==> src/hw/rtl/tav_pkg.sv <==
package tav_pkg;

    // Default line store depth and fixed limits
    localparam int MAX_WIDTH_DEF = 2048;
    localparam int MAX_TILE      = 16;
    localparam int HEIGHT_LIMIT  = 2048;

    // Field and state widths
    localparam int ROW_W   = 11;
    localparam int SEG_W   = 12;
    localparam int SUM_W   = 16;
    localparam int CHAR_W  = 7;
    localparam int BOUNDS  = 9;
    localparam int LEVELS  = 10;
    localparam int OUT_DEPTH = 4;

    localparam logic [CHAR_W-1:0] NEWLINE_CODE = 7'd10;

    // Register reset values
    localparam logic [4:0]  TILE_RESET   = 5'd10;
    localparam logic [11:0] WIDTH_RESET  = 12'd640;
    localparam logic [11:0] HEIGHT_RESET = 12'd480;

    // Register indexes of the configuration port
    typedef enum logic [1:0] {
        REG_TILE_SIZE    = 2'd0,
        REG_FRAME_WIDTH  = 2'd1,
        REG_FRAME_HEIGHT = 2'd2
    } cfg_reg_t;

    // Level k holds while average <= bound k, i.e. total < (bound k + 1) * tile area
    localparam logic [8:0] LEVEL_LIMIT_BASE [BOUNDS] = '{
        9'd32, 9'd57, 9'd82, 9'd107, 9'd132, 9'd157, 9'd182, 9'd207, 9'd232
    };

    // Characters from dark to light: @%#*+=-:. and space
    localparam logic [CHAR_W-1:0] LEVEL_CHAR [LEVELS] = '{
        7'd64, 7'd37, 7'd35, 7'd42, 7'd43, 7'd61, 7'd45, 7'd58, 7'd46, 7'd32
    };

    // Clamped configuration
    typedef struct packed {
        logic [4:0]  tile_size;
        logic [11:0] frame_width;
        logic [11:0] frame_height;
    } cfg_t;

    // Per-word command from the raster scan to the line store
    typedef struct packed {
        logic             tile_done;
        logic             add_mem;
        logic             emit;
        logic             newline;
        logic [SEG_W-1:0] seg;
    } scan_cmd_t;

    // Finished tile sum and the results it causes
    typedef struct packed {
        logic             emit;
        logic             newline;
        logic [SUM_W-1:0] total;
    } tile_res_t;

    // One result word in the output queue
    typedef struct packed {
        logic [CHAR_W-1:0] char_code;
        logic              last;
    } out_word_t;

    // Tile area lookup for tile sizes 1..16
    function automatic logic [8:0] tile_square(input logic [4:0] ts);
        logic [8:0] sq;
        case (ts)
            5'd1:    sq = 9'd1;
            5'd2:    sq = 9'd4;
            5'd3:    sq = 9'd9;
            5'd4:    sq = 9'd16;
            5'd5:    sq = 9'd25;
            5'd6:    sq = 9'd36;
            5'd7:    sq = 9'd49;
            5'd8:    sq = 9'd64;
            5'd9:    sq = 9'd81;
            5'd10:   sq = 9'd100;
            5'd11:   sq = 9'd121;
            5'd12:   sq = 9'd144;
            5'd13:   sq = 9'd169;
            5'd14:   sq = 9'd196;
            5'd15:   sq = 9'd225;
            5'd16:   sq = 9'd256;
            default: sq = 9'd1;
        endcase
        return sq;
    endfunction

endpackage

==> src/hw/rtl/tav_out_fifo.sv <==
module tav_out_fifo (
    input  logic                       aclk,
    input  logic                       aresetn,
    input  logic                       push_char,
    input  tav_pkg::out_word_t         char_word,
    input  logic                       push_newline,
    input  logic                       m_ready,
    output logic                       m_valid,
    output logic [tav_pkg::CHAR_W-1:0] m_char_code,
    output logic                       m_last_of_run,
    output logic [2:0]                 count
);

    localparam int PTR_W = $clog2(tav_pkg::OUT_DEPTH);
    localparam int CNT_W = $clog2(tav_pkg::OUT_DEPTH + 1);

    tav_pkg::out_word_t entries [tav_pkg::OUT_DEPTH];
    tav_pkg::out_word_t nl_word;
    logic [PTR_W-1:0]   wr_ptr_reg, wr_ptr_next;
    logic [PTR_W-1:0]   rd_ptr_reg, rd_ptr_next;
    logic [PTR_W-1:0]   nl_ptr;
    logic [CNT_W-1:0]   count_reg, count_next;
    logic               pop;

    always_comb begin
        m_valid           = count_reg != '0;
        m_char_code       = entries[rd_ptr_reg].char_code;
        m_last_of_run     = entries[rd_ptr_reg].last;
        count             = 3'(count_reg);
        nl_word.char_code = tav_pkg::NEWLINE_CODE;
        nl_word.last      = 1'b1;
        nl_ptr            = wr_ptr_reg + PTR_W'(push_char);
        pop               = m_valid && m_ready;
        wr_ptr_next       = wr_ptr_reg + PTR_W'(push_char) + PTR_W'(push_newline);
        rd_ptr_next       = rd_ptr_reg + PTR_W'(pop);
        count_next        = count_reg + CNT_W'(push_char) + CNT_W'(push_newline)
                            - CNT_W'(pop);
    end

    // Store the character word, then the newline word behind it
    always_ff @(posedge aclk) begin
        if (push_char) begin
            entries[wr_ptr_reg] <= char_word;
        end
        if (push_newline) begin
            entries[nl_ptr] <= nl_word;
        end
    end

    always_ff @(posedge aclk) begin
        if (!aresetn) begin
            wr_ptr_reg <= '0;
            rd_ptr_reg <= '0;
            count_reg  <= '0;
        end else begin
            wr_ptr_reg <= wr_ptr_next;
            rd_ptr_reg <= rd_ptr_next;
            count_reg  <= count_next;
        end
    end

endmodule

==> config.mk <==
export PLATFORM = sky130hd
export DESIGN_NAME = tav_out_fifo
export DESIGN_NICKNAME = d
export VERILOG_FILES = /design/src/hw/rtl/tav_pkg.sv /design/src/hw/rtl/tav_out_fifo.sv
export SDC_FILE = /design/constraint.sdc
export NUM_CORES = 1
export LEC_CHECK = 0
export ABC_AREA = 1
export BUFFER_PORTS_ARGS = -buffer_cell sky130_fd_sc_hd__buf_4
export CAP_MARGIN = 40
export CORE_MARGIN = 4
export CORE_UTILIZATION = 39
export CTS_BUF_LIST = sky130_fd_sc_hd__clkbuf_2 sky130_fd_sc_hd__clkbuf_4 sky130_fd_sc_hd__clkbuf_8
export DETAILED_ROUTE_END_ITERATION = 10
export PLACE_DENSITY = 0.57
export SKIP_LAST_GASP = 1
export SYNTH_ARGS = -nofsm -noshare
export SYNTH_HDL_FRONTEND = slang
export SYNTH_SLANG_ARGS = --single-unit
==> constraint.sdc <==
create_clock -name aclk -period 5.25 [get_ports aclk]
set_clock_uncertainty 0.05 [all_clocks]
set_input_delay 0.2625 -clock aclk [delete_from_list [all_inputs] [get_ports aclk]]
set_output_delay 0.2625 -clock aclk [all_outputs]
set_load 0.1 [all_outputs]
# Yosys cells after proc, flatten, opt, wreduce, memory -nomap -nowiden
# Memories as Yosys holds them, arrays and structs flattened. A register that Yosys moved wholly into a read port is not among the register bits.
# Index checks and enable logic that the tools add are counted.
# totals
output_inout_bits,12
memories,1
wordCells,17
ram_bits,32
regBits,7
# mem_list
name,words,width,rd,rd_ports_with_merged_regs,write_ports,line_no,rtl
entries,4,8,1,1,2,tav_out_fifo.sv:17,tav_pkg::out_word_t entries [tav_pkg::OUT_DEPTH];
# classes
reduce_logical,2
add_sub_neg,6
mux,5
# ops
operator,count
adder 2 x 1 -> 2 bit,3
adder 3 x 1 -> 3 bit,2
2-to-1 mux 1 bit,4
nonzero test 3 bit,1
subtractor 3 x 1 -> 3 bit,1
2-to-1 mux 2 bit,1
logical AND 1 bit,1

# Depth between registers and ports, before layout
# logic_depth
depth_word,4
depth_mapped,9
depth_no_buf,9

# Worst setup path before layout
# No wires, ideal clock.
# synth_path
path_kind,reg2out
from,reg rd_ptr_reg[0] (netlist name)
to,out m_char_code[4] (netlist name)
path_stages_with_launch,4
slack_ns,2.332
required_ns,4.938
arrival_time_ns,2.605
cell_sequence,dfxtp_1 -> inv_2 -> nor2_1 -> o21ai_0
# synth_rtl
item,line_no,rtl
to (decl),tav_out_fifo.sv:9,"output logic [tav_pkg::CHAR_W-1:0] m_char_code,"

==> impl_results.md <==
- Resized cells post-CTS: 0
- Post-synthesis cell area: 2010 sq um
- Multi-input combinational cell area: 1010 sq um
- Die X: 79.7 um
- Dpl cell area: 2210 sq um
- Routed wire length per instance: 12.3 um
- Per-cell via count in the routed design: 4.70
- Max-cap check violation count: 0
- Largest vdd supply drop: 438 uV
- Result of the run: finished clean
- Antenna violations before repair: 0
- Power density over the cells: 712 nW/um^2
- Final standard cell area without fillers: 2300 sq um
- Worst slack, placed: 3.19 ns
- Maximum root-to-sink buffer count: 2
- Count of port buffers added during placement: 24
- Via count of the first global-routing pass: 1653
- Global-route total usage across every layer: 16.6%
- Number of failing setup endpoints in the final timing report: 0
- Nets@finish: 338
- Max Transition Viols Final: 0
- Total die area: 6350 sq um
- Cell class contributing the biggest share of worst-path delay: buffers and inverters
- Filler Cell Count: 539
- Unrepaired setup endpoints after global routing: no
- Fraction of final layout cells with drive strength greater than 1: 15.0%
- Final global-route overflow total: 0
- DRC violations left: 0
- Launch instance of the worst min-delay path: aresetn
- Number of violations reported at the end of detailed-routing iteration 0: 105
- Flip-flop count of the largest register, all copies and words added: 32
- First-pass iteration count of the detailed router: 4
- Share of synthesized area occupied by flip-flops and latches: 38.9%
- Slew @ Worst Pin: 0.824 ns
- Total buffers and inverters traversed by the critical path: 2
- RR Startpoint: count[2]
- Diode insertion count for antenna repair: 0
- Final antenna-violating net count: 0
- Worst path slowest cell: sky130_fd_sc_hd__dfxtp_1
- Leakage: 0.00127 uW
- Clock network latency to the later pin of the worst-skew pair: 0.29 ns
- Synthesized Nets: 317
- Vert. Die Dim: 79.7 um
- CP dominant cell by count: sky130_fd_sc_hd__nor2_1
- Core area: 4850 sq um
- Count of buffers added by post-CTS timing repair for setup: 0
- Reg-to-reg critical path endpoint: count[2]
- H-tree depth: 2
- Clock net sink count: 39
- Endpoint required time on the critical path: 4.94 ns
- Initial standard-cell utilization of the core: 41.4%
- Kind of end point of the critical path: output pin
- Power consumption: 1630 uW
- Total wirelength of the detailed-routed design: 4.76 mm
- CTS buffer count: 5
- Maximum number of pins on one net before global-route repair: 27
- Hold buffer count at CTS: 0
- Worst-case hold slack: 0.168 ns
- Crit Path Category: flop to output pin
- Area added between synthesis and finish: 14.5%
- Top-Level Pins: 25
- Sink of the worst hold path: wr_ptr_reg[0]
- Count of vias placed by the detailed router: 1819
- Post-synthesis cell count: 298
- Post-synthesis area per instance: 6.73 sq um
- Largest stage delay, worst path: 0.40 ns
- Detail Placement HPWL: 3.50 mm
- Hold-critical path depth: 3
- Reg2reg setup slack: 3.22 ns
- Hold Path Class: input port to flop
- Unique masters post-synth: 20
- Minimum clock period after layout: 2.05 ns
- CP Launch Point: rd_ptr_reg[0]
- Count of final hold-check violations: 0
- Worst-case reg-to-reg path depth: 8
- TritonCTS clock tree: built
- Count of yosys warnings during synthesis: 0
- Clock tree root driver cell: sky130_fd_sc_hd__clkbuf_8
- Clk pin slew, worst setup/hold paths: 0.07 ns
- Critical Path Fanout Max: 26
- Final Worst Setup Slack: 3.20 ns
- Routability cong.: 0.780
- Arrival time at the worst endpoint: 1.74 ns
- Seq. cell area: 781 sq um
- Wire length of the first global-routing pass: 8.15 mm
- Kind of start point of the critical path: flop
- Slew HR: 45.0%
- Setup TNS after final layout: 0 ns
- Cell Chain, Critical Path: inv_2 > nor2_1 > nor2_1 > o21ai_0 > nand2_1 > buf_4
- Final clock period utilization by the worst path: 39.1%
- Max Fclk: 487 MHz
- Number of rows created at floorplan: 25
- Post-synthesis sequential element count: 39
==> how the worst max path moves through the flow <==
stage,to,slack [ns],cells after the start
global placement,count[2],3.26,8
detailed placement,count[2],3.19,8
CTS,m_char_code[3],3.16,6
floorplan,m_char_code[4],2.33,3
finish,m_char_code[3],3.20,6
global route,m_char_code[3],3.00,6
==> cells in the mapped netlist <==
library cell               instances  area [sq um]
sky130_fd_sc_hd__a21boi_0          1          7.51
sky130_fd_sc_hd__a21oi_1           1          5.00
sky130_fd_sc_hd__buf_2             4          20.0
sky130_fd_sc_hd__buf_4             5          37.5
sky130_fd_sc_hd__clkbuf_1          1          3.75
sky130_fd_sc_hd__dfxtp_1          39           781
sky130_fd_sc_hd__fa_1              2          40.0
sky130_fd_sc_hd__ha_1              4          50.1
sky130_fd_sc_hd__inv_1            38           143
sky130_fd_sc_hd__inv_2             4          15.0
sky130_fd_sc_hd__nand2_1         104           390
sky130_fd_sc_hd__nand2_2           4          25.0
sky130_fd_sc_hd__nand2_4           2          22.5
sky130_fd_sc_hd__nand3_1          18          90.1
sky130_fd_sc_hd__nand3_2           4          40.0
sky130_fd_sc_hd__nand4_1          12          75.1
sky130_fd_sc_hd__nor2_1           36           135
sky130_fd_sc_hd__nor2_2            2          12.5
sky130_fd_sc_hd__o211ai_1         11          82.6
sky130_fd_sc_hd__o21ai_0           6          30.0
==> cells by family after synthesis <==
family                   Yosys count  synth area share (%)
AO/OA/AOI/OAI                     19                  6.24
buffers and inverters             52                  10.9
AND/OR/NAND/NOR                  182                  39.4
flip-flops                        39                  38.9
adder cells (fa/ha/maj)            6                  4.49
==> worst min-delay path, cell delays in order <==
cell	delay, ns
sky130_fd_sc_hd__buf_4	0.13
sky130_fd_sc_hd__nand2_1	0.05
sky130_fd_sc_hd__inv_1	0.04
==> final cells by class <==
cell class	instances	share of cell area, %
sequential	39	34.0
inverter	42	6.86
clock inverter	1	0.218
tap	67	3.65
multi-input combinational	207	43.8
timing repair buffer	24	7.84
clock buffer	7	3.65
==> layout by cell type, fill, tap and decap left out, types with 2 or more instances in the layout <==
| cell type | netlist | layout |
|---|---|---|
| sky130_fd_sc_hd__nand2_1 | 104 | 104 |
| sky130_fd_sc_hd__inv_1 | 38 | 38 |
| sky130_fd_sc_hd__nor2_1 | 36 | 36 |
| sky130_fd_sc_hd__clkbuf_4 | 0 | 2 |
| sky130_fd_sc_hd__nand3_1 | 18 | 18 |
| sky130_fd_sc_hd__o21ai_0 | 6 | 6 |
| sky130_fd_sc_hd__fa_1 | 2 | 2 |
| sky130_fd_sc_hd__ha_1 | 4 | 4 |
| sky130_fd_sc_hd__nand2_4 | 2 | 2 |
| sky130_fd_sc_hd__nand2_2 | 4 | 4 |
| sky130_fd_sc_hd__dfxtp_1 | 39 | 39 |
| sky130_fd_sc_hd__clkbuf_8 | 0 | 5 |
| sky130_fd_sc_hd__buf_4 | 5 | 24 |
| sky130_fd_sc_hd__inv_2 | 4 | 4 |
| sky130_fd_sc_hd__nand4_1 | 12 | 12 |
| sky130_fd_sc_hd__nand3_2 | 4 | 4 |
| sky130_fd_sc_hd__o211ai_1 | 11 | 11 |
| sky130_fd_sc_hd__nor2_2 | 2 | 2 |
==> through the flow <==
stage / utilization (%) / std cells
CTS: 47.4 / 387
global placement: 45.5 / 379
detailed placement: 45.5 / 379
finish: 47.4 / 387
floorplan: - / 298
global route: 47.4 / 387
==> layer usage <==
metal	up-vias	track usage, %	wire, um
met1	807	22.6	2380
met3	4	4.85	237
li1	977	-	-
met5	-	0	0
met2	31	25.4	2100
met4	0	4.98	31
==> power by group <==
group / total (uW) / switching [uW] / internal (uW) / leakage [uW]
Sequential: 494 / 81.8 / 412 / 0.000325
Combinational: 933 / 710 / 223 / 0.000900
Clock: 207 / 104 / 104 / 0.0000491
Total: 1630 / 895 / 739 / 0.00127
Power figures use the tool's default switching activity.
