--- src/hw/rtl/tav_pkg.sv ---
package tav_pkg;

    // Default line store depth and fixed limits
    localparam int MAX_WIDTH_DEF = 2048;
    localparam int MAX_TILE      = 16;
    localparam int HEIGHT_LIMIT  = 2048;

    // Field and state widths
    localparam int ROW_W   = 11;
    localparam int SEG_W   = 12;
    localparam int SUM_W   = 16;
    localparam int CHAR_W  = 7;
    localparam int BOUNDS  = 9;
    localparam int LEVELS  = 10;
    localparam int OUT_DEPTH = 4;

    localparam logic [CHAR_W-1:0] NEWLINE_CODE = 7'd10;

    // Register reset values
    localparam logic [4:0]  TILE_RESET   = 5'd10;
    localparam logic [11:0] WIDTH_RESET  = 12'd640;
    localparam logic [11:0] HEIGHT_RESET = 12'd480;

    // Register indexes of the configuration port
    typedef enum logic [1:0] {
        REG_TILE_SIZE    = 2'd0,
        REG_FRAME_WIDTH  = 2'd1,
        REG_FRAME_HEIGHT = 2'd2
    } cfg_reg_t;

    // Level k holds while average <= bound k, i.e. total < (bound k + 1) * tile area
    localparam logic [8:0] LEVEL_LIMIT_BASE [BOUNDS] = '{
        9'd32, 9'd57, 9'd82, 9'd107, 9'd132, 9'd157, 9'd182, 9'd207, 9'd232
    };

    // Characters from dark to light: @%#*+=-:. and space
    localparam logic [CHAR_W-1:0] LEVEL_CHAR [LEVELS] = '{
        7'd64, 7'd37, 7'd35, 7'd42, 7'd43, 7'd61, 7'd45, 7'd58, 7'd46, 7'd32
    };

    // Clamped configuration
    typedef struct packed {
        logic [4:0]  tile_size;
        logic [11:0] frame_width;
        logic [11:0] frame_height;
    } cfg_t;

    // Per-word command from the raster scan to the line store
    typedef struct packed {
        logic             tile_done;
        logic             add_mem;
        logic             emit;
        logic             newline;
        logic [SEG_W-1:0] seg;
    } scan_cmd_t;

    // Finished tile sum and the results it causes
    typedef struct packed {
        logic             emit;
        logic             newline;
        logic [SUM_W-1:0] total;
    } tile_res_t;

    // One result word in the output queue
    typedef struct packed {
        logic [CHAR_W-1:0] char_code;
        logic              last;
    } out_word_t;

    // Tile area lookup for tile sizes 1..16
    function automatic logic [8:0] tile_square(input logic [4:0] ts);
        logic [8:0] sq;
        case (ts)
            5'd1:    sq = 9'd1;
            5'd2:    sq = 9'd4;
            5'd3:    sq = 9'd9;
            5'd4:    sq = 9'd16;
            5'd5:    sq = 9'd25;
            5'd6:    sq = 9'd36;
            5'd7:    sq = 9'd49;
            5'd8:    sq = 9'd64;
            5'd9:    sq = 9'd81;
            5'd10:   sq = 9'd100;
            5'd11:   sq = 9'd121;
            5'd12:   sq = 9'd144;
            5'd13:   sq = 9'd169;
            5'd14:   sq = 9'd196;
            5'd15:   sq = 9'd225;
            5'd16:   sq = 9'd256;
            default: sq = 9'd1;
        endcase
        return sq;
    endfunction

endpackage

--- src/hw/rtl/tav_level_map.sv ---
module tav_level_map (
    input  logic                       aclk,
    input  logic [4:0]                 tile_size,
    input  logic [tav_pkg::SUM_W-1:0]  total,
    output logic [tav_pkg::CHAR_W-1:0] char_code
);

    logic [8:0]                tile_area;
    logic [tav_pkg::SUM_W-1:0] limit_next [tav_pkg::BOUNDS];
    logic [tav_pkg::SUM_W-1:0] limit_reg  [tav_pkg::BOUNDS];
    logic [3:0]                level;

    // Scale the level bounds by the tile area so no divide is needed
    always_comb begin
        tile_area = tav_pkg::tile_square(tile_size);
        for (int k = 0; k < tav_pkg::BOUNDS; k++) begin
            limit_next[k] = tav_pkg::SUM_W'(18'(tav_pkg::LEVEL_LIMIT_BASE[k]) * 18'(tile_area));
        end
    end

    always_ff @(posedge aclk) begin
        limit_reg <= limit_next;
    end

    // Pick the first level whose scaled bound lies above the total
    always_comb begin
        level = 4'(tav_pkg::BOUNDS);
        for (int k = tav_pkg::BOUNDS - 1; k >= 0; k--) begin
            if (total < limit_reg[k]) begin
                level = 4'(k);
            end
        end
        char_code = tav_pkg::LEVEL_CHAR[level];
    end

endmodule

--- config.mk ---
export PLATFORM = sky130hd
export DESIGN_NAME = tav_level_map
export DESIGN_NICKNAME = d
export VERILOG_FILES = /design/src/hw/rtl/tav_pkg.sv /design/src/hw/rtl/tav_level_map.sv
export SDC_FILE = /design/constraint.sdc
export NUM_CORES = 1
export LEC_CHECK = 0
export ABC_AREA = 0
export BUFFER_PORTS_ARGS = -buffer_cell sky130_fd_sc_hd__buf_4
export CAP_MARGIN = 20
export CORE_MARGIN = 2
export CORE_UTILIZATION = 40
export CTS_CLUSTER_DIAMETER = 120
export DETAILED_ROUTE_END_ITERATION = 7
export PLACE_DENSITY = 0.51
export SETUP_SLACK_MARGIN = 0.02
export SYNTH_ARGS = -nofsm -noshare
export SYNTH_HDL_FRONTEND = slang
export SYNTH_SLANG_ARGS = --single-unit
export TNS_END_PERCENT = 100
--- constraint.sdc ---
create_clock -name aclk -period 13.7 [get_ports aclk]
set_input_delay 2.74 -clock aclk [delete_from_list [all_inputs] [get_ports aclk]]
set_output_delay 2.74 -clock aclk [all_outputs]
set_load 0.01 [all_outputs]
Word level (Yosys, flattened, before mapping)
Memories as Yosys holds them, arrays and structs flattened.
Cells that the tools add are included.
{"block": "classes", "bitwise_logic": 1, "muxes": 11, "n_mul": 8, "n_lt_le_gt_ge": 10}
{"operator": "$lt 16x16->1", "count": 7}
{"operator": "$mul 8x9->16 const A", "count": 2}
{"operator": "$mux 4", "count": 8}
{"operator": "$mul 6x9->15 const A", "count": 2}
{"operator": "$lt 16x14->1", "count": 1}
{"operator": "$lt 16x15->1", "count": 1}
{"operator": "$mul 7x9->16 const A", "count": 1}
{"operator": "$mul 7x9->15 const A", "count": 1}
{"operator": "$mul 6x9->14 const A", "count": 1}
{"operator": "$mux 7", "count": 2}
{"operator": "$mul 5x9->13 const A", "count": 1}
{"operator": "$ge 5x5->1 const B", "count": 1}
{"operator": "$not 4->5", "count": 1}
{"operator": "$mux 1", "count": 1}
{"block": "word_totals", "elab_cells": 41, "out_inout_bits": 7, "romBits": 368, "inputBits": 22, "regBits": 129, "mem_count": 2}
{"memory": "(name not given)", "depth": 32, "word_bits": 8, "rd": 1, "rd_clocked_by_memory_dff": 0, "write_ports": 0, "line": "tav_pkg.sv:73", "rtl": "case (ts)"}
{"memory": "(name not given)", "depth": 16, "word_bits": 7, "rd": 1, "rd_clocked_by_memory_dff": 0, "write_ports": 0, "line": "tav_level_map.sv:33", "rtl": "char_code = tav_pkg::LEVEL_CHAR[level];"}

Depth between registers and ports, before layout
Gate-level depths: netlist of run 1.
{"block": "logic_depth", "word_depth": 14, "mapped_depth": 20, "mapped_depth_nobuf": 20}

Worst setup path after synthesis of run 1
No wires, ideal clock.
{"block": "synth_path", "kind": "input -> output", "from": "input port total[14] (netlist name)", "to": "output port char_code[2] (netlist name)", "path_slack_ps": 5780, "t_required_ps": 10960, "t_arrival_ps": 5180, "cell_stages": 11, "cell_sequence": "ha_1 nand4_1 or4_1 o211ai_2 nand3b_1 a311o_1 and2_1 ha_1 inv_1 a21oi_1 o31ai_1"}
{"block": "synth_via", "elab_chain_cells": 14, "word_cells_on_any_way": 22, "cone_classes": "9 x order compare; 11 x mux; 1 x bitwise; 1 x memory"}
{"item": "start: declaration", "line": "tav_level_map.sv:4", "rtl": "input logic [tav_pkg::SUM_W-1:0] total,"}
{"item": "$lt 16x16->1", "line": "tav_level_map.sv:29", "rtl": "if (total < limit_reg[k]) begin"}
{"item": "$mux 1", "line": "tav_level_map.sv:29"}
{"item": "$mux 4 (7 in a row)", "line": "tav_level_map.sv:29"}
{"item": "$mux 4 (*)", "line": "tav_level_map.sv:29"}
{"item": "$not 4->5 (implied by the code) (*)", "line": "tav_level_map.sv:33"}
{"item": "$mem_v2 16x7 (*)"}
{"item": "$mux 7 (implied by the code) (*) (2 in a row)", "line": "tav_level_map.sv:33"}
{"item": "end: declaration", "line": "tav_level_map.sv:5", "rtl": "output logic [tav_pkg::CHAR_W-1:0] char_code"}
Mark *: on every way between the ends. The rest lies on a longest branch, timed or not. The select of a mux whose other input is x is not followed.

Worst setup path in the final report of run 1
Ends and elaborated chain as after synthesis.

==> impl_metrics.toml, run 1 <==
[outcome]
status = "complete, no violations"

[die]
core_um2 = 27800
die_w_um = 172
start_util = 0.407
std_cell_rows = 61
die_area_um2 = 29600
die_y_um = 172
num_io_pins = 29

[global_route]
grt_max_degree = 22
grt_pass1_wl_um = 45500
grt.overflow.total = 0
grt_use_total = 0.206
antenna_found_initial = 0
grt_pass1_vias = 8103

[timing]
slew_headroom = 0.338
finalCritPeriodShare = 0.609
fin_crit_ns = 8.34
fin_setup_tns_ns = 0
tightest_slew_ns = 0.992
drv_slew = 0
setup_violations = 0
rsz0062_at_grt = "false"
fmax_mhz = 120
hold_slack_ns = 2.91
final-hold-violation-count = 0

[drt]
vias = 8216
drc = 0
via_per_inst = 4.98
dr.pass1.iters = 5
wire_per_inst_um = 17.3
ant_nets = 0
wl_um = 28600
first_iter_violations = 349

[final_layout]
largest_register_ffs = 99
finalInstanceArea_um2 = 12300
seq_area_um2 = 1980
nFillCells = 2841
area_delta_synth_final_pct = 8.95
mostFrequentLayoutCell = "ha_1"
final_cell_mix = "ha_1 (312), inv_1 (247), dfxtp_1 (99)"
multi_input_area_um2 = 8370
antenna_cells = 0
nNetsFinal = 1667
drive_above_1_share = 0.0503

[synthesis]
synth-edff-count = 0
syn_area_per_cell_um2 = 9.21
synth_flop_cell = "dfxtp_1"
synthCells = 1228
synth_seq_area_share = 0.175
synth.cell_area_um2 = 11300
synth_warnings = 0
ys_seq_elements = 99
synth_async_sr_flop_share = 0
synthDistinctLibCells = 66

[placement]
dp_hpwl_um = 23900
dpl_cell_area_um2 = 12000
place.gp.congestion = 0.843
portBuffers = 28

[clock_tree]
cts.htree.levels = 3
cts_buffers = 9
cts_hold_buf = 0
clk_pin_slew_ns = 0.08
cts_buffer_depth = 2
cts_resized = 0
clock-sinks = 99
post_cts_buffers = 0
root_buffer = "clkbuf_16"
cts_tree = "done"

[job]
maxCapViolations = 0

[critical_path]
crit_family = "simple AND/OR/NAND/NOR gates"
end_kind = "output pin"
cp.required_ns = 10.96
cp_cell_sequence = "buf_4, ha_1, nand4_1, or4_1, o211ai_2, nand3b_1, a311o_1, and2_1, ha_1, inv_1, a21oi_1, o31ai_1, buf_4"
worstSetupPathType = "input pin to output pin"
worst-path-max-fanout = 9
start_kind = "input pin"
critical_path_arrival_ns = 5.60
critPathMaxStageDelay_ns = 0.56
critPathBufInv = 3
critical_path.slowest_cell = "or4_1"

[power_and_ir_drop]
power.density_nw_per_um2 = 104
p_leak_nw = 6.68
vdd_drop_max_mv = 0.0713

[worst_hold_path]
min_path_type = "input pin to flop"
==> power by group <==
group	total (W)	switching, W	internal, W
clock	0.000272	0.000139	0.000133
combinational	0.000629	0.000369	0.000260
sequential	0.000385	0.0000228	0.000362
total	0.00129	0.000530	0.000755
==> routing by layer <==
layer / share of wire / wire length (um) / track usage
met3: 0.030 / 853 / 0.0215
met4: 0.011 / 309 / 0.0409
met2: 0.42 / 12000 / 0.320
met1: 0.54 / 15400 / 0.309
met5: 0 / 0 / 0
==> metrics by stage <==
| step | setup WS, ns | power, W | utilization | cells |
|---|---|---|---|---|
| after floorplan | 5.78 | 0.000833 | - | 1230 |
| after global placement | 5.40 | 0.00102 | 0.432 | 1635 |
| after detailed placement | 5.37 | 0.00102 | 0.432 | 1635 |
| after CTS | 5.36 | 0.00130 | 0.443 | 1651 |
| after global routing | 5.07 | 0.00141 | 0.443 | 1651 |
| final | 5.36 | 0.00129 | 0.443 | 1651 |
==> cells by family (layout without fill, tap and decap cells) <==
group	count (synthesis)	after routing	share of synthesized area
AOI/OAI and AO/OA	226	226	0.132
adders and majority gates	377	377	0.460
buffers and inverters	253	296	0.0847
and+or+nand+nor	197	197	0.0890
DFF	99	99	0.175
xor gates and xnor gates	71	71	0.0550
muxes	3	3	0.00266
other	2	4	0.000664
==> worst min-delay path, delay by kind of cell <==
family | cells | cell delay, ns
simple gates | 1 | 0.10
buf+inv | 2 | 0.35
==> cell type report <==
cell class	count	area share
sequential	99	0.161
tap	378	0.0384
inverter	247	0.0753
clock inverter	7	0.00721
clock buffer	9	0.0183
timing repair buffer	33	0.0201
multi-input combinational	878	0.680
==> final timing paths <==
check	startpoint	slack [ns]	to	depth (start not counted)
worst min-delay path	tile_size[0]	2.91	limit_reg[17]	3
worst max-delay path	total[14]	5.36	char_code[2]	13
==> cell usage after synthesis (4+ instances only) <==
master / count / share of area
inv_1: 247 / 0.082
nor2_1: 52 / 0.017
fa_1: 65 / 0.12
ha_1: 312 / 0.35
or2_2: 4 / 0.0022
or4_1: 4 / 0.0027
xor2_1: 24 / 0.019
o31ai_1: 6 / 0.0040
a211oi_1: 9 / 0.0060
o21a_1: 4 / 0.0027
and4_1: 5 / 0.0039
nand2b_1: 11 / 0.0061
a21oi_1: 71 / 0.031
nor2b_1: 9 / 0.0050
nor3_1: 9 / 0.0040
o21ai_1: 6 / 0.0027
o41ai_1: 4 / 0.0031
nand2_1: 51 / 0.017
a21o_1: 24 / 0.016
nor4_1: 8 / 0.0044
o21ai_0: 41 / 0.018
o311ai_0: 7 / 0.0054
and2_1: 7 / 0.0039
a31oi_1: 5 / 0.0028
nand4_1: 6 / 0.0033
dfxtp_1: 99 / 0.18
nand3b_1: 6 / 0.0040
o21bai_1: 14 / 0.0093
xnor2_1: 47 / 0.036
and3_1: 4 / 0.0022
nand3_1: 6 / 0.0027
No activity file was read; power rests on OpenSTA's default activity.
==> run 2: changes to the inputs <==
--- a/config.mk
+++ b/config.mk
@@ -5,7 +5,7 @@
 export SDC_FILE = /design/constraint.sdc
 export NUM_CORES = 1
 export LEC_CHECK = 0
-export ABC_AREA = 0
+export ABC_AREA = 1
 export BUFFER_PORTS_ARGS = -buffer_cell sky130_fd_sc_hd__buf_4
 export CAP_MARGIN = 20
 export CORE_MARGIN = 2
==> constraint.sdc (replaced) <==
create_clock -name aclk -period 8.1 [get_ports aclk]
set_input_delay 1.62 -clock aclk [delete_from_list [all_inputs] [get_ports aclk]]
set_output_delay 1.62 -clock aclk [all_outputs]
set_load 0.01 [all_outputs]
==> run 2 against run 1 <==
  * Wire length fell by 0.92%
  * Clock-buffer cell count rose by 2
  * Utilization rose by 0.47 points
  * Sequential share of layout area fell by 0.26 points
==> impl_metrics.toml, run 2 <==
[worst_hold_path]
min_from = "tile_size[4]"
holdPathStages = 3
min_path_type = "input pin to flop"
worstHoldEndpoint = "limit_reg[69]"

[die]
die_y_um = 173
die_w_um = 173
num_io_pins = 29
core_um2 = 27900
start_util = 0.409
die_area_um2 = 30000
std_cell_rows = 61

[final_layout]
nNetsFinal = 1788
drive_above_1_share = 0.0703
largest_register_ffs = 99
finalInstanceArea_um2 = 12500
final_cell_mix = "ha_1 (312), inv_1 (301), nand2_1 (171)"
area_delta_synth_final_pct = 9.43
final_cells = 1772
mostFrequentLayoutCell = "ha_1"
antenna_cells = 0

[clock_tree]
cts_hold_buf = 0
post_cts_buffers = 0
cts.htree.levels = 3
cts_tree = "done"
cts_buffers = 9
clk_pin_slew_ns = 0.07
clock-sinks = 99
cts_buffer_depth = 2
root_buffer = "clkbuf_16"
cts_resized = 0

[placement]
portBuffers = 28
dp_hpwl_um = 22900
dpl_cell_area_um2 = 12200
place.gp.congestion = 0.829
dp_cells = 1756

[critical_path]
critical_path.slowest_cell = "ha_1"
worstSetupPathType = "input pin to flop"
critical_path_arrival_ns = 6.46
crit_family = "adder cells"
critPathMaxStageDelay_ns = 0.56
start_kind = "input pin"
cp.required_ns = 8.36
end_kind = "flop"
critPathBufInv = 9
worst-path-max-fanout = 16

[synthesis]
ys_seq_elements = 99
synth_seq_area_share = 0.173
synthCells = 1342
synth_top_area_frac = 0.341
yosys.area.top_type = "ha_1"
synth-edff-count = 0
synth_common_cells = "ha_1 (312), inv_1 (301), nand2_1 (171)"
synth_flop_cell = "dfxtp_1"
synth_warnings = 0
syn_area_per_cell_um2 = 8.52
synthTopCellsByArea = "ha_1 (34%), dfxtp_1 (17%), fa_1 (11%)"
synthDistinctLibCells = 45
synth.cell_area_um2 = 11400
synth_async_sr_flop_share = 0
yosysMostFrequentCell = "ha_1"

[global_route]
grt_max_degree = 21
grt_use_total = 0.198
grt_pass1_vias = 8395
grt_pass1_wl_um = 46000
grt.overflow.total = 0
antenna_found_initial = 0

[drt]
vias = 8353
wl_um = 28300
via_per_inst = 4.71
dr.pass1.iters = 5
ant_nets = 0
drc = 0
first_iter_violations = 286
wire_per_inst_um = 16.0

[power_and_ir_drop]
p_int_w = 0.00134
vdd_drop_max_mv = 0.101
power.switching_w = 0.000876
clkPwrFrac = 0.231
p_leak_nw = 7.12
p_sw_frac = 0.395
seq_power_share = 0.292
p_comb_frac = 0.477
power.density_nw_per_um2 = 177

[job]
maxCapViolations = 0

[timing]
fin_setup_tns_ns = 0
fin_crit_ns = 6.20
rsz0062_at_grt = "false"
slew_headroom = 0.421
fmax_mhz = 161
tightest_slew_ns = 0.868
setup_violations = 0
hold_slack_ns = 1.72
final-hold-violation-count = 0
drv_slew = 0
finalCritPeriodShare = 0.765

[outcome]
status = "complete, no violations"
-- run 2: cell count changes in the layout (fill, tap and decap cells not counted), moves of 22 or more --
| cell | before | now |
|---|---|---|
| o21ai_0 | 41 | 18 |
| a21o_1 | 24 | 2 |
| xor2_1 | 24 | 60 |
| inv_1 | 247 | 301 |
| a21oi_1 | 71 | 100 |
| nand3_1 | 6 | 33 |
| xnor2_1 | 47 | 14 |
| nand2_1 | 51 | 171 |
-- run 2: tightest hold or removal path: cells and delay by family --
family | cells | cell delay [ns]
buffers and inverters | 2 | 0.32
and+or+nand+nor | 1 | 0.06
-- run 2: area by class of cell --
class / count / area (um^2)
clock buffers: 11 / 233
well taps: 378 / 473
fillers: 2855 / 15400
flip-flops and latches: 99 / 1980
inverters: 307 / 1150
repair buffers: 34 / 255
multi-input cells: 938 / 8310
clock inverters: 5 / 108
-- run 2: logic make-up after synthesis --
family | synth area share
simple gates | 0.119
fa+ha+maj | 0.455
other cells | 0.000657
buf+inv | 0.101
xor+xnor | 0.0567
flops | 0.173
compound gates | 0.0945
-- run 2: how the worst max path moves through the flow --
stage                     depth (start not counted)  slack (ns)         start       endpoint
after CTS                                        28        1.87  tile_size[2]  limit_reg[31]
after global placement                           28        1.57  tile_size[2]  limit_reg[31]
after detailed placement                         28        1.50  tile_size[2]  limit_reg[31]
after floorplan                                  23        1.96  tile_size[3]  limit_reg[31]
after global routing                             24        1.51  tile_size[2]  limit_reg[47]
final                                            28        1.90  tile_size[2]  limit_reg[31]
-- run 2: routing by layer --
layer  track usage  vias to the layer above  part of all wire
li1              -                     4424                 -
met1         0.283                     3801              0.52
met2         0.324                      107              0.45
met3        0.0218                       21             0.024
met4        0.0388                        0             0.011
met5             0                        -                 0
-- run 2: per-stage QoR --
stage	setup WS, ns	util	power (W)
after floorplan	1.96	-	0.00143
after global placement	1.57	0.436	0.00171
after detailed placement	1.50	0.436	0.00172
after CTS	1.87	0.448	0.00225
after global routing	1.51	0.448	0.00244
final	1.90	0.448	0.00222
-- run 2: power groups by stage --
stage	clock [W]	sequential [W]	combinational, W
6_report	0.000512	0.000646	0.00106
2_1_floorplan	0	0.000646	0.000789
3_5_place_dp	0	0.000659	0.00106
4_1_cts	0.000524	0.000648	0.00107
3_3_place_gp	0	0.000659	0.00105
5_1_grt	0.000548	0.000658	0.00124
