### src/hw/rtl/tav_pkg.sv
package tav_pkg;

    // Default line store depth and fixed limits
    localparam int MAX_WIDTH_DEF = 2048;
    localparam int MAX_TILE      = 16;
    localparam int HEIGHT_LIMIT  = 2048;

    // Field and state widths
    localparam int ROW_W   = 11;
    localparam int SEG_W   = 12;
    localparam int SUM_W   = 16;
    localparam int CHAR_W  = 7;
    localparam int BOUNDS  = 9;
    localparam int LEVELS  = 10;
    localparam int OUT_DEPTH = 4;

    localparam logic [CHAR_W-1:0] NEWLINE_CODE = 7'd10;

    // Register reset values
    localparam logic [4:0]  TILE_RESET   = 5'd10;
    localparam logic [11:0] WIDTH_RESET  = 12'd640;
    localparam logic [11:0] HEIGHT_RESET = 12'd480;

    // Register indexes of the configuration port
    typedef enum logic [1:0] {
        REG_TILE_SIZE    = 2'd0,
        REG_FRAME_WIDTH  = 2'd1,
        REG_FRAME_HEIGHT = 2'd2
    } cfg_reg_t;

    // Level k holds while average <= bound k, i.e. total < (bound k + 1) * tile area
    localparam logic [8:0] LEVEL_LIMIT_BASE [BOUNDS] = '{
        9'd32, 9'd57, 9'd82, 9'd107, 9'd132, 9'd157, 9'd182, 9'd207, 9'd232
    };

    // Characters from dark to light: @%#*+=-:. and space
    localparam logic [CHAR_W-1:0] LEVEL_CHAR [LEVELS] = '{
        7'd64, 7'd37, 7'd35, 7'd42, 7'd43, 7'd61, 7'd45, 7'd58, 7'd46, 7'd32
    };

    // Clamped configuration
    typedef struct packed {
        logic [4:0]  tile_size;
        logic [11:0] frame_width;
        logic [11:0] frame_height;
    } cfg_t;

    // Per-word command from the raster scan to the line store
    typedef struct packed {
        logic             tile_done;
        logic             add_mem;
        logic             emit;
        logic             newline;
        logic [SEG_W-1:0] seg;
    } scan_cmd_t;

    // Finished tile sum and the results it causes
    typedef struct packed {
        logic             emit;
        logic             newline;
        logic [SUM_W-1:0] total;
    } tile_res_t;

    // One result word in the output queue
    typedef struct packed {
        logic [CHAR_W-1:0] char_code;
        logic              last;
    } out_word_t;

    // Tile area lookup for tile sizes 1..16
    function automatic logic [8:0] tile_square(input logic [4:0] ts);
        logic [8:0] sq;
        case (ts)
            5'd1:    sq = 9'd1;
            5'd2:    sq = 9'd4;
            5'd3:    sq = 9'd9;
            5'd4:    sq = 9'd16;
            5'd5:    sq = 9'd25;
            5'd6:    sq = 9'd36;
            5'd7:    sq = 9'd49;
            5'd8:    sq = 9'd64;
            5'd9:    sq = 9'd81;
            5'd10:   sq = 9'd100;
            5'd11:   sq = 9'd121;
            5'd12:   sq = 9'd144;
            5'd13:   sq = 9'd169;
            5'd14:   sq = 9'd196;
            5'd15:   sq = 9'd225;
            5'd16:   sq = 9'd256;
            default: sq = 9'd1;
        endcase
        return sq;
    endfunction

endpackage

### src/hw/rtl/tav_scan.sv
module tav_scan #(
    parameter int  MAX_WIDTH = tav_pkg::MAX_WIDTH_DEF,
    localparam int COL_W     = $clog2(MAX_WIDTH)
) (
    input  logic                aclk,
    input  logic                aresetn,
    input  tav_pkg::cfg_t       cfg,
    input  logic                restart,
    input  logic                accept,
    input  logic [7:0]          pixel_value,
    output tav_pkg::scan_cmd_t  cmd,
    output logic [COL_W-1:0]    tile_idx
);

    localparam int XW = ((COL_W > 12) ? COL_W : 12) + 1;

    logic [COL_W-1:0]          col_pos_reg, col_pos_next;
    logic [COL_W-1:0]          col_start_reg, col_start_next;
    logic [COL_W-1:0]          tile_col_reg, tile_col_next;
    logic [3:0]                col_phase_reg, col_phase_next;
    logic [tav_pkg::ROW_W-1:0] row_pos_reg, row_pos_next;
    logic [tav_pkg::ROW_W-1:0] row_start_reg, row_start_next;
    logic [3:0]                row_phase_reg, row_phase_next;
    logic [tav_pkg::SEG_W-1:0] seg_sum_reg, seg_sum_next;

    logic [XW-1:0]             ts_x;
    logic [XW-1:0]             w_x;
    logic [4:0]                ts_m1;
    logic                      in_col;
    logic                      in_row;
    logic                      row_end;
    logic                      frame_end;
    logic                      col_wrap;
    logic                      row_wrap;
    logic                      last_band_row;
    logic                      tile_done;
    logic [tav_pkg::SEG_W-1:0] seg;

    // Decode the position of this word against full tiles and frame edges
    always_comb begin
        ts_x          = XW'(cfg.tile_size);
        w_x           = XW'(cfg.frame_width);
        ts_m1         = cfg.tile_size - 5'd1;
        in_col        = (XW'(col_start_reg) + ts_x) <= w_x;
        in_row        = (12'(row_start_reg) + 12'(cfg.tile_size)) <= cfg.frame_height;
        row_end       = XW'(col_pos_reg) >= (w_x - XW'(1));
        frame_end     = 12'(row_pos_reg) >= (cfg.frame_height - 12'd1);
        col_wrap      = {1'b0, col_phase_reg} >= ts_m1;
        row_wrap      = {1'b0, row_phase_reg} >= ts_m1;
        last_band_row = in_row && ({1'b0, row_phase_reg} == ts_m1);
        tile_done     = in_row && in_col && ({1'b0, col_phase_reg} == ts_m1);
        seg           = seg_sum_reg + tav_pkg::SEG_W'(pixel_value);

        cmd.tile_done = tile_done;
        cmd.add_mem   = row_phase_reg != 4'd0;
        cmd.emit      = tile_done && last_band_row;
        cmd.newline   = row_end && last_band_row;
        cmd.seg       = seg;
        tile_idx      = tile_col_reg;
    end

    // Advance position, phases and the running segment sum
    always_comb begin
        col_pos_next   = col_pos_reg;
        col_start_next = col_start_reg;
        tile_col_next  = tile_col_reg;
        col_phase_next = col_phase_reg;
        row_pos_next   = row_pos_reg;
        row_start_next = row_start_reg;
        row_phase_next = row_phase_reg;
        seg_sum_next   = seg_sum_reg;

        if (accept) begin
            if (tile_done) begin
                seg_sum_next  = '0;
                tile_col_next = tile_col_reg + COL_W'(1);
            end else if (in_row && in_col) begin
                seg_sum_next = seg;
            end

            if (row_end) begin
                col_pos_next   = '0;
                col_start_next = '0;
                col_phase_next = '0;
                tile_col_next  = '0;
                seg_sum_next   = '0;
                if (frame_end) begin
                    row_pos_next   = '0;
                    row_start_next = '0;
                    row_phase_next = '0;
                end else begin
                    row_pos_next = row_pos_reg + tav_pkg::ROW_W'(1);
                    if (row_wrap) begin
                        row_phase_next = '0;
                        row_start_next = row_start_reg + tav_pkg::ROW_W'(cfg.tile_size);
                    end else begin
                        row_phase_next = row_phase_reg + 4'd1;
                    end
                end
            end else begin
                col_pos_next = col_pos_reg + COL_W'(1);
                if (col_wrap) begin
                    col_phase_next = '0;
                    col_start_next = col_start_reg + COL_W'(cfg.tile_size);
                end else begin
                    col_phase_next = col_phase_reg + 4'd1;
                end
            end
        end

        // A write to a defined register restarts the frame
        if (restart) begin
            col_pos_next   = '0;
            col_start_next = '0;
            tile_col_next  = '0;
            col_phase_next = '0;
            row_pos_next   = '0;
            row_start_next = '0;
            row_phase_next = '0;
            seg_sum_next   = '0;
        end
    end

    always_ff @(posedge aclk) begin
        if (!aresetn) begin
            col_pos_reg   <= '0;
            col_start_reg <= '0;
            tile_col_reg  <= '0;
            col_phase_reg <= '0;
            row_pos_reg   <= '0;
            row_start_reg <= '0;
            row_phase_reg <= '0;
            seg_sum_reg   <= '0;
        end else begin
            col_pos_reg   <= col_pos_next;
            col_start_reg <= col_start_next;
            tile_col_reg  <= tile_col_next;
            col_phase_reg <= col_phase_next;
            row_pos_reg   <= row_pos_next;
            row_start_reg <= row_start_next;
            row_phase_reg <= row_phase_next;
            seg_sum_reg   <= seg_sum_next;
        end
    end

endmodule

### config.mk
export PLATFORM = sky130hd
export DESIGN_NAME = tav_scan
export DESIGN_NICKNAME = d
export VERILOG_FILES = /design/src/hw/rtl/tav_pkg.sv /design/src/hw/rtl/tav_scan.sv
export SDC_FILE = /design/constraint.sdc
export NUM_CORES = 1
export LEC_CHECK = 0
export BUFFER_PORTS_ARGS = -buffer_cell sky130_fd_sc_hd__buf_2
export CORE_UTILIZATION = 50
export CTS_CLUSTER_SIZE = 16
export DETAILED_ROUTE_END_ITERATION = 6
export GPL_ROUTABILITY_DRIVEN = 1
export PLACE_DENSITY_LB_ADDON = 0.2
export SLEW_MARGIN = 20
export SYNTH_ARGS = -nofsm -noshare
export SYNTH_HDL_FRONTEND = slang
export SYNTH_SLANG_ARGS = --single-unit
### constraint.sdc
create_clock -name aclk -period 8.5 [get_ports aclk]
set_clock_uncertainty 0.2 [all_clocks]
set_input_delay 0.425 -clock aclk [delete_from_list [all_inputs] [get_ports aclk]]
set_output_delay 0.425 -clock aclk [all_outputs]
set_load 0.03 [all_outputs]
# --- Word level (Yosys, flattened, before mapping) ---
# Index checks and enable logic that the tools add are counted.
totals:
  output_inout_bits: 27
  wordCells: 61
  reg_bits: 75
  inputBits: 41
classes:
  n_reduce_logical: 16
  n_mux: 15
  addsub: 13
  bitwise_logic: 1
  eq_ne: 2
  n_lt_le_gt_ge: 6
ops:
  columns: ["op", "count"]
  rows:
  - ["2-to-1 mux 11 bit", 8]
  - ["2-to-1 mux 12 bit", 3]
  - ["adder 11 x 1 -> 11 bit, second input constant", 3]
  - ["adder 11 x 5 -> 12 bit", 2]
  - ["<= comparator 12 bit", 2]
  - ["adder 11 x 5 -> 11 bit", 2]
  - ["2-to-1 mux 4 bit", 4]
  - [">= comparator 11 x 13 -> 1 bit", 1]
  - ["subtractor 12 x 1 -> 13 bit, second input constant", 1]
  - ["adder 12 x 8 -> 12 bit", 1]
  - [">= comparator 11 x 12 -> 1 bit", 1]
  - ["subtractor 12 x 1 -> 12 bit, second input constant", 1]
  - ["== test 4 x 5 -> 1 bit", 2]
  - [">= comparator 4 x 5 -> 1 bit", 2]
  - ["adder 4 x 1 -> 4 bit, second input constant", 2]
  - ["AND reduction 2 bit", 4]
  - ["nonzero test 2 bit", 3]
  - ["logical AND 1 bit", 5]
  - ["subtractor 5 x 1 -> 5 bit, second input constant", 1]
  - ["nonzero test 4 bit", 1]
  - ["AND reduction 3 bit", 1]
  - ["nonzero test 3 bit", 1]
  - ["OR reduction 2 bit", 1]
  - ["NOT 1 bit", 1]

# --- Depth between registers and ports, before layout ---
# Gate-level depths: netlist of the first run.
logic_depth:
  word_depth: 6
  depth_mapped: 20
  mapped_depth_nobuf: 19

# --- Worst setup path after synthesis of the first run ---
# No wires, ideal clock.
synth_path:
  path_kind: "input to output"
  startpoint: "input cfg[24] (netlist name)"
  endpoint: "output cmd[13] (netlist name)"
  required_ps: 7875
  cell_stages: 17
  arrival_time_ps: 3855
  path_slack_ps: 4020
  path_cell_list: "ha_1 -> inv_1 -> fa_1 -> inv_1 -> a21oi_1 -> o21ai_0 -> and2_1 -> o2111ai_1 -> nor2_1 -> xor2_1 -> ha_1 -> a21oi_1 -> nand2_1 -> a221oi_1 -> a21oi_1 -> or2_2 -> nor3_1"
synth_rtl:
  columns: ["item", "line_no", "source"]
  rows:
  - ["from (decl)", "tav_scan.sv:7", "input tav_pkg::cfg_t cfg,"]
  - ["to (decl)", "tav_scan.sv:11", "output tav_pkg::scan_cmd_t cmd,"]

==> flow_summary.ini, run 1 <==
[status]
outcome = completed

[synthesis]
yosys_warnings = 0
synth_area_um2 = 5700
syn_nets = 800
avgSynthCellArea_um2 = 8.45
yosys-top-cells-area = dfxtp_1 26%, ha_1 18%, xnor2_1 7.5%
synth_area_leader_cell = dfxtp_1
synth_edf_count = 0
ys_types = 60
synth_ff_type = dfxtp_1
ys_seq_elements = 75
synth_top_area_frac = 0.263
yosysSeqAreaShare = 0.263
syn-instance-count = 675
async_flop_share = 0

[floorplanning]
core_area_um2 = 11000
io_pins = 68
initial_core_util = 0.519
dieHeight_um = 109
std_cell_rows = 38
dieArea_um2 = 11800
fp.dieW_um = 109

[power_and_ir_drop]
vdd_ir_drop_max_uv = 90.7
p_leak_nw = 2.93
p_per_area_nw_per_um2 = 137

[min_path]
whs_path_depth = 3
hold_path.class = input pin to flop

[detailed_routing]
drc_errors = 0
dr.pass1.iters = 4
antenna_left = 0
vias = 5102
wl_per_cell_um = 15.1
viasPerCell = 5.76
drtIter0Drc = 206
wirelength_mm = 13.3

[timing]
whs_ns = 0.265
worstMarginPinSlew_ns = 0.994
grt_setup_unrepaired = false
finalHoldViolations = 0
finalSetupTns_ns = 0
relSlewSlack = 0.338
setup_ws_ns = 3.47
min_period_ns = 5.03
post-route-period-util = 0.592
fmax_ghz = 0.199
slew_viol_final = 0
setup_violations = 0

[clock_network]
postCtsHoldBufs = 0
clock_latency_ns = 0.35
clk_pin_slew_ns = 0.06
htreeDepth = 3
cts-root-buf = clkbuf_16
post_cts_buffers = 0
cts_made_buffers = 9
cts_resized = 0
cts_sinks = 75
cts_buffer_depth = 2
cts_tree = built

[final_layout]
layout_commonest_cell = ha_1
drive_above_1_share = 0.133
largest_reg_flops = 12
final_cell_mix = 81 x ha_1, 75 x dfxtp_1, 67 x buf_2
diodes = 0
area_delta_synth_final_pct = 13.2
fillCellCount = 1035
layout.nets = 865

[worst_setup_path]
cp.required_ns = 7.88
reg2reg_depth = 19
startpoint_type = flop
arrival_ns = 4.40
cp-end-kind = output port
worstSetupPathType = flop to output port
worstPathMaxFanout = 4

[global_route]
grt_pass1_vias = 5055
grt_max_degree = 23
busiest_layer = met2
grt_overflow = 0
gr-usage-met3 = 0.0436
grt_util_all_layers = 0.239
grt_pass1_wl_mm = 22.1
met2_usage = 0.417
use_met1 = 0.286
antenna_found_initial = 0

[placement]
pre_cts_ws_ns = 3.47
gp_congestion = 0.906
place_hpwl_mm = 10.6
portBuffers = 67

[flow_run]
maxCapViolations = 0
==> worst max-delay path, cell delays in order (launching register included) <==
cell	delay, ns
dfxtp_1	0.37
ha_1	0.18
inv_1	0.06
fa_1	0.40
inv_1	0.08
a21oi_1	0.05
o21ai_0	0.24
and2_1	0.19
o2111ai_1	0.20
nor2_1	0.19
xor2_1	0.22
ha_1	0.30
a21oi_1	0.17
nand2_1	0.07
a221oi_1	0.26
a21oi_1	0.18
or2_2	0.36
nor3_1	0.26
buf_2	0.27
==> metrics by stage <==
step	total power, mW	instance area, um^2	utilization	instances
4_1_cts	0.894	6460	0.588	885
6_report	0.884	6460	0.588	885
5_1_grt	0.923	6460	0.588	885
2_1_floorplan	0.451	5700	-	675
3_3_place_gp	0.486	6150	0.560	869
3_5_place_dp	0.492	6150	0.560	869
==> logic make-up (layout without fill, tap and decap cells) <==
family | Yosys count | count (layout) | synth area share
xor gates and xnor gates | 68 | 68 | 0.104
AOI/OAI and AO/OA | 157 | 157 | 0.192
and+or+nand+nor | 222 | 222 | 0.202
adders and majority gates | 84 | 84 | 0.188
DFF | 75 | 75 | 0.263
muxes | 1 | 1 | 0.00175
buffers and inverters | 68 | 138 | 0.0483
==> per-layer routing <==
layer | vias up | part of all wire | wire length (um)
met2 | 91 | 0.48 | 6380
li1 | 2576 | - | -
met3 | 27 | 0.039 | 522
met5 | - | 0 | 0
met1 | 2408 | 0.46 | 6140
met4 | 0 | 0.022 | 299
==> cell type report <==
class / instances / area (um^2) / share of cell area
Clock buffer: 9 / 225 / 0.0349
Clock inverter: 7 / 81.3 / 0.0126
Inverter: 54 / 203 / 0.0314
Multi-Input combinational cell: 532 / 3930 / 0.608
Sequential cell: 75 / 1500 / 0.233
Tap cell: 140 / 175 / 0.0271
Timing Repair Buffer: 68 / 343 / 0.0531
==> power by group <==
group / leakage, nW / switching [mW] / internal, mW / total [mW]
clock: 0.153 / 0.167 / 0.232 / 0.399
sequential: 0.605 / 0.00234 / 0.354 / 0.356
combinational: 2.17 / 0.0800 / 0.0481 / 0.128
==> cell usage after synthesis (4+ instances only) <==
master and instances:
a211o_1 6, a211oi_1 6, a21o_1 12, a21oi_1 42, a22o_1 20, a32o_1 7, and2_1 4, and3_1 16
buf_2 4, clkbuf_1 7, dfxtp_1 75, ha_1 81, inv_1 54, nand2_1 46, nand2b_1 6, nand3_1 23
nand4_1 20, nor2_1 54, nor2b_1 8, nor3_1 17, nor4_1 4, o211ai_1 4, o21ai_0 26, o31ai_1 4
or3_1 4, xnor2_1 49, xor2_1 19
==> worst paths after layout <==
kind	startpoint	endpoint	slack, ns
worst max-delay path	col_start_reg[0]$_SDFFE_PP0P_	cmd[13]	3.47
worst min-delay path	pixel_value[0]	seg_sum_reg[0]$_SDFFE_PP0P_	0.26
worst max register to register	col_start_reg[0]$_SDFFE_PP0P_	seg_sum_reg[9]$_SDFFE_PP0P_	3.59
worst min register to register	row_start_reg[2]$_SDFFE_PP0P_	row_start_reg[2]$_SDFFE_PP0P_	0.27
No activity file was read; power rests on OpenSTA's default activity.
==> inputs of run 2 (changes only) <==
==> constraint.sdc (replaced) <==
create_clock -name aclk -period 4.7 [get_ports aclk]
set_clock_uncertainty 0.2 [all_clocks]
set_input_delay 0.235 -clock aclk [delete_from_list [all_inputs] [get_ports aclk]]
set_output_delay 0.235 -clock aclk [all_outputs]
set_load 0.03 [all_outputs]
==> run 2 against run 1 <==
Worst hold slack worse by 0.20 ns. Non-clock buffer count is 7 higher. Sequential power is 81% higher. Worst setup slack worse by 3.2 ns. Clock power is 67% higher. Wire length is 0.46% lower. Total power is 75% higher.
==> flow_summary.ini, run 2 (same netlist as run 1, synthesis figures left out) <==
[status]
outcome = completed

[final_layout]
layout.nets = 872
diodes = 0
regArea_um2 = 1500
fillCellCount = 1002
final_util = 0.595
finalNonFillerCells = 892
drive_above_1_share = 0.149
area_delta_synth_final_pct = 14.5
largest_reg_flops = 12
final_cell_mix = 81 x ha_1, 75 x dfxtp_1, 66 x buf_2
multiInputGateArea_um2 = 3960
layout_commonest_cell = ha_1

[floorplanning]
core_area_um2 = 11000
std_cell_rows = 38
dieArea_um2 = 11800
fp.dieW_um = 109
dieHeight_um = 109
initial_core_util = 0.519
io_pins = 68

[clock_network]
cts_buffer_depth = 2
cts-root-buf = clkbuf_16
cts_made_buffers = 9
clock_latency_ns = 0.34
cts_tree = built
postCtsHoldBufs = 0
clk_pin_slew_ns = 0.06
htreeDepth = 3
cts_sinks = 75

[power_and_ir_drop]
p_per_area_nw_per_um2 = 236
vdd_ir_drop_max_uv = 221
power_mw = 1.54
p_leak_nw = 2.96

[global_route]
grt_pass1_wl_mm = 21.7
grt_max_degree = 23
grt_util_all_layers = 0.234
antenna_found_initial = 0
grt_overflow = 0
grt_pass1_vias = 4864

[detailed_routing]
drc_errors = 0
wirelength_mm = 13.3
antenna_left = 0
dr.pass1.iters = 4
vias = 5127
drtIter0Drc = 246
wl_per_cell_um = 14.9
viasPerCell = 5.75

[timing]
finalSetupTns_ns = 0
fmax_ghz = 0.225
post-route-period-util = 0.944
min_period_ns = 4.44
grt_setup_unrepaired = false
relSlewSlack = 0.437
setup_ws_ns = 0.261
setup_violations = 0
slew_viol_final = 0
worstMarginPinSlew_ns = 0.833
finalHoldViolations = 0

[placement]
dpl.cell_count = 875
gp_congestion = 0.876
place_hpwl_mm = 10.4
portBuffers = 67
pre_cts_ws_ns = -0.00339

[worst_setup_path]
startpoint_type = flop
worst_path_max_delay_cell = or4_1
arrival_ns = 4.50
worstSetupPathType = flop to flop
max_stage_delay_ns = 0.55
path_common_cell = a21oi_1
cp.required_ns = 4.76
worstPathMaxFanout = 10
cp-end-kind = flop
crit_chain = ha_1, inv_1, fa_1, inv_1, a21oi_1, o21ai_1, a21oi_1, nor2b_2, nand3_1, xnor2_2, ha_1, a21oi_1, nand2_1, a21oi_1, a31oi_1, buf_4, nor3_4, o2111ai_4, or4_1, a21oi_1

[flow_run]
maxCapViolations = 0

[min_path]
hold_path.class = input pin to flop
run 2: area by class of cell:
type / count / area share
Clock buffer: 11 / 0.0387
Inverter: 54 / 0.0310
Clock inverter: 5 / 0.00575
Timing Repair Buffer: 75 / 0.0609
Sequential cell: 75 / 0.230
Multi-Input combinational cell: 532 / 0.607
Tap cell: 140 / 0.0268
run 2: worst paths after layout:
path	start	depth (start not counted)	end	slack [ns]
worst min-delay path	pixel_value[0]	3	seg_sum_reg[0]$_SDFFE_PP0P_	0.07
worst max-delay path	row_start_reg[0]$_SDFFE_PP0P_	20	tile_idx[8]$_SDFFE_PP0P_	0.26
worst min register to register	col_start_reg[0]$_SDFFE_PP0P_	2	col_start_reg[0]$_SDFFE_PP0P_	0.26
worst max register to register	row_start_reg[0]$_SDFFE_PP0P_	20	tile_idx[8]$_SDFFE_PP0P_	0.26
run 2: per-stage QoR:
step / hold slack (ns) / cell area (um^2)
floorplan: 0.236 / 5700
global placement: 0.256 / 6190
detailed placement: 0.254 / 6190
CTS: 0.0556 / 6480
global route: 0.0691 / 6530
finish: 0.0668 / 6530
run 2: critical path: cells and delay by family (launching register included):
family | cells | cell delay (ns)
DFF | 1 | 0.34
and+or+nand+nor | 5 | 1.23
buffers and inverters | 3 | 0.30
adders and majority gates | 3 | 0.88
xor gates and xnor gates | 1 | 0.17
AOI/OAI and AO/OA | 8 | 1.21
run 2: layer usage:
layer  vias to the layer above  wire, um  track usage
met3                        27       662       0.0436
met2                       121      6510        0.410
met1                      2392      5830        0.277
met5                         -         0            0
met4                         0       285       0.0994
li1                       2587         -            -
run 2: where the power goes:
part / internal (mW) / switching [mW]
Sequential: 0.641 / 0.00437
Combinational: 0.0882 / 0.146
Clock: 0.387 / 0.278
Total: 1.12 / 0.428
run 2: what timing repair did:
action,in CTS,in global routing
setup endpoints to repair,0,23
buffers inserted,0,1
resized for setup,0,10
hold endpoints to repair,0,0
